**src/hdl/ost_pkg.sv**
```systemverilog
// ----------------------------------------------------------------------------
// ost_pkg
// Types and codes shared by the ordered set table modules.
// ----------------------------------------------------------------------------
package ost_pkg;

  localparam int KEY_W = 32;
  localparam int POS_W = 7;
  localparam int CNT_OUT_W = 8;

  // Request codes
  typedef enum logic [1:0] {
    ACT_ADD  = 2'd0,
    ACT_DEL  = 2'd1,
    ACT_FIND = 2'd2,
    ACT_NONE = 2'd3
  } ost_action_t;

  // Result codes
  typedef enum logic [1:0] {
    ST_OK      = 2'd0,
    ST_FULL    = 2'd1,
    ST_PRESENT = 2'd2,
    ST_ABSENT  = 2'd3
  } ost_status_t;

  // Request sequencer
  typedef enum logic [2:0] {
    S_IDLE,
    S_MATCH,
    S_LOCATE,
    S_APPLY,
    S_EMIT
  } ost_state_t;

  // Command broadcast along the cell row
  typedef struct packed {
    logic             capture;
    logic             shift;
    logic             load;
    logic [KEY_W-1:0] key;
  } ost_cmd_t;

endpackage

```
**src/hdl/ost_cell.sv**
```systemverilog
// ----------------------------------------------------------------------------
// ost_cell
// One table slot: holds a key, compares it against the request key and
// takes its upper neighbor's key when a delete closes the gap, or the request key on an add.
// ----------------------------------------------------------------------------
module ost_cell #(
  parameter int CAPACITY = 128,
  parameter int INDEX    = 0
) (
  input  logic                             clk,
  input  ost_pkg::ost_cmd_t                cmd,
  input  logic [$clog2(CAPACITY)-1:0]      pos,
  input  logic [$clog2(CAPACITY+1)-1:0]    used,
  input  logic [ost_pkg::KEY_W-1:0]        next_key,
  output logic [ost_pkg::KEY_W-1:0]        key,
  output logic                             hit
);
  import ost_pkg::*;

  localparam int CNT_W = $clog2(CAPACITY+1);
  localparam logic [CNT_W-1:0] MY_IDX = CNT_W'(INDEX);

  logic [KEY_W-1:0] key_r, key_nxt;
  logic             hit_r, hit_nxt;
  logic             occupied;

  assign occupied = (MY_IDX < used);

  // Slot update: close the gap on delete, append on add
  always_comb begin
    key_nxt = key_r;
    if (cmd.shift && (MY_IDX >= CNT_W'(pos))) begin
      key_nxt = next_key;
    end
    if (cmd.load && (MY_IDX == used)) begin
      key_nxt = cmd.key;
    end
  end

  // Match flag, captured once per request
  always_comb begin
    hit_nxt = hit_r;
    if (cmd.capture) begin
      hit_nxt = occupied && (key_r == cmd.key);
    end
  end

  always_ff @(posedge clk) begin
    key_r <= key_nxt;
    hit_r <= hit_nxt;
  end

  assign key = key_r;
  assign hit = hit_r;

endmodule

```
**config.mk**
```make
export PLATFORM = sky130hd
export DESIGN_NAME = ost_cell
export DESIGN_NICKNAME = d
export VERILOG_FILES = /design/src/hdl/ost_pkg.sv /design/src/hdl/ost_cell.sv
export SDC_FILE = /design/constraint.sdc
export NUM_CORES = 1
export LEC_CHECK = 0
export ABC_CLOCK_PERIOD_IN_PS = 2600
export BUFFER_PORTS_ARGS = -buffer_cell sky130_fd_sc_hd__buf_2
export CAP_MARGIN = 20
export CORE_MARGIN = 2
export CORE_UTILIZATION = 39
export CTS_CLUSTER_SIZE = 10
export DETAILED_ROUTE_END_ITERATION = 8
export PLACE_DENSITY_LB_ADDON = 0.15
export SLEW_MARGIN = 20
export SYNTH_ARGS = -nofsm -noshare
export SYNTH_HDL_FRONTEND = slang
export SYNTH_SLANG_ARGS = --single-unit
```
**constraint.sdc**
```tcl
create_clock -name clk -period 2.6 [get_ports clk]
set_input_delay 0.52 -clock clk [delete_from_list [all_inputs] [get_ports clk]]
set_output_delay 0.52 -clock clk [all_outputs]
set_load 0.01 [all_outputs]
```
==> results.ini <==
[die]
die_x_um=73.90
initial_core_util=0.4034
core_mm2=0.004723
die-area_mm2=0.005461
dieHeight_um=73.90
pin_count=116
num_rows=25

[flow_run]
max_cap_violations=0

[clocking]
cts-root-buf=clkbuf_8
cts_hold_buffers=0
numCtsBuffers=5
postCtsSetupRepairBufs=0
clk_pin_slew_ns=0.06
cts_tree=yes
clockBufferDepth=2
clkLatencyLatePin_ns=0.28
cts_sinks=33
h-tree-depth=2
cts_resized=0

[sta]
slew_headroom=0.6449
setup_violations=0
worstMarginPinSlew_ns=0.5277
fin_crit_ns=1.997
fmax_mhz=500.9
fin_setup_tns_ns=0
finalClockSkew_ns=0.002792
slew_violations=0
rsz0062_at_grt=no
fin_crit_sh=0.7679
finalHoldViolCount=0

[routing]
drt_wl_total_um=4191
via_per_inst=4.612
dr.pass1.iters=4
initialDrtViolationCount=42
vias=1425
drc=0
ant_nets=0
wl_per_cell_um=13.56

[global_routing]
grt.overflow.total=0
grt_max_degree=18
groute.usage.overall=0.1568
grt_pass1_wl_um=6368
first_global_vias=1378
antenna_found_initial=0

[synthesis]
ys_top_cells_by_count=edfxtp_1, mux2_4, xor2_1
ys_types=15
synth_cells=119
ys_async_sr_fraction=0
avgSynthCellArea_um2=16.01
synth_most_common_cell=edfxtp_1
yosys-top-cells-area=edfxtp_1, mux2_4, xor2_1, nor4_1, xnor2_1
synth_top_area_share=0.5200
synth_edf_count=33
yosys.area.top_type=edfxtp_1
ys.warnings.count=0
syn_area_mm2=0.001906
ys_seq_area_frac=0.5200
syn_nets=202
synth_ff_type=edfxtp_1
ys_ff_latch=33

[place]
placed_area_mm2=0.002574
dp_cells=302
post-dp-hpwl_um=3385
gp_congestion=0.8185
io_buffers=115

[power_and_ir_drop]
clkPwrFrac=0.326
seq_power_share=0.543
peakVddDrop_v=0.0002256
sw_frac_of_total=0.2078
p_leak_nw=1.263
power_frac_comb=0.131
p_switching_mw=0.2259
p_int_mw=0.8613
p_per_area_mw_per_mm2=410.3

[worst_setup_path]
crit_path_end_kind=flip-flop
cp_max_fo=16
path_depth=6
cp_data_arrival_time_ns=2.03
required_ns=2.63
critPathKind=primary input to flip-flop
crit_chain=buf_2 -> or4_1 -> nor2_4 -> nand2_4 -> buf_12 -> mux2_4
start_kind=primary input
cpPeakStageDelay_ns=0.57
crit_buf_inv=2
cp_slowest_cell=or4_1
reg2regPathDepth=4
crit_family=simple AND/OR/NAND/NOR gates

[layout]
stdcell_count=309
diodes=0
area_delta_synth_final_pct=39.07
design_area_mm2=0.002650
finalNetCount=325
drive_gt1_frac=0.6446

[min_path]
holdPathStages=1
hp-class=primary input to flip-flop

[status]
status=completed

[routing by layer]
layer,track usage,vias to the layer above,part of all wire,routed length (um)
li1,-,695,-,-
met1,0.1967,645,0.42,1765
met2,0.2490,78,0.46,1945
met3,0.06036,7,0.097,407
met4,0.05253,0,0.017,72
met5,0,-,0,0
[power by group through the flow]
stage                     Clock, mW  Sequential [mW]  Combinational [mW]
after CTS                     0.367            0.591               0.144
after global placement            0            0.602               0.143
after detailed placement          0            0.602               0.144
after global routing          0.384            0.591               0.156
final                         0.354            0.591               0.142
after floorplan                   0            0.604              0.0598
[layout make-up]
| class | instances | area [um^2] |
|---|---|---|
| Timing Repair Buffer | 119 | 618.1 |
| Fill cell | 411 | 2073 |
| Tap cell | 67 | 83.83 |
| Clock inverter | 1 | 3.754 |
| Multi-Input combinational cell | 83 | 880.8 |
| Clock buffer | 6 | 72.57 |
| Sequential cell | 33 | 991.0 |
[layout by cell type, fill, tap and decap left out, types with 2 or more instances in the layout]
master,instances
nand4_1,2
xor2_1,28
xnor2_1,4
clkbuf_8,5
nand2_1,2
buf_4,3
edfxtp_1,33
buf_2,115
mux2_4,29
nor4_1,9
mux2_1,3
[cells by family after synthesis]
logic type / share of synthesized area
multiplexers: 0.2462
buffers and inverters: 0.01773
flip-flops: 0.5200
XOR/XNOR: 0.1471
AND/OR/NAND/NOR: 0.06894
[metrics by stage]
stage,util,hold slack [ns],worst slack [ns],power (mW)
after floorplan,-,0.6325,0.04497,0.6635
after global placement,0.5449,0.7188,0.3287,0.7449
after detailed placement,0.5449,0.7195,0.3005,0.7456
after CTS,0.5611,0.4287,0.5970,1.102
after global routing,0.5611,0.4225,0.5345,1.131
final,0.5611,0.4363,0.6035,1.087
[sequential cells by signal (all words and copies together) (netlist names)]
register and count:
key 32, hit 1
[final timing paths]
check                              from       to  slack, ns
worst max-delay path            used[4]  key[21]       0.60
worst max register to register  key[20]      hit       1.00
worst min-delay path            cmd[34]      hit       0.44
worst min register to register  key[29]      hit       0.73
No activity file was read; power rests on OpenSTA's default activity.
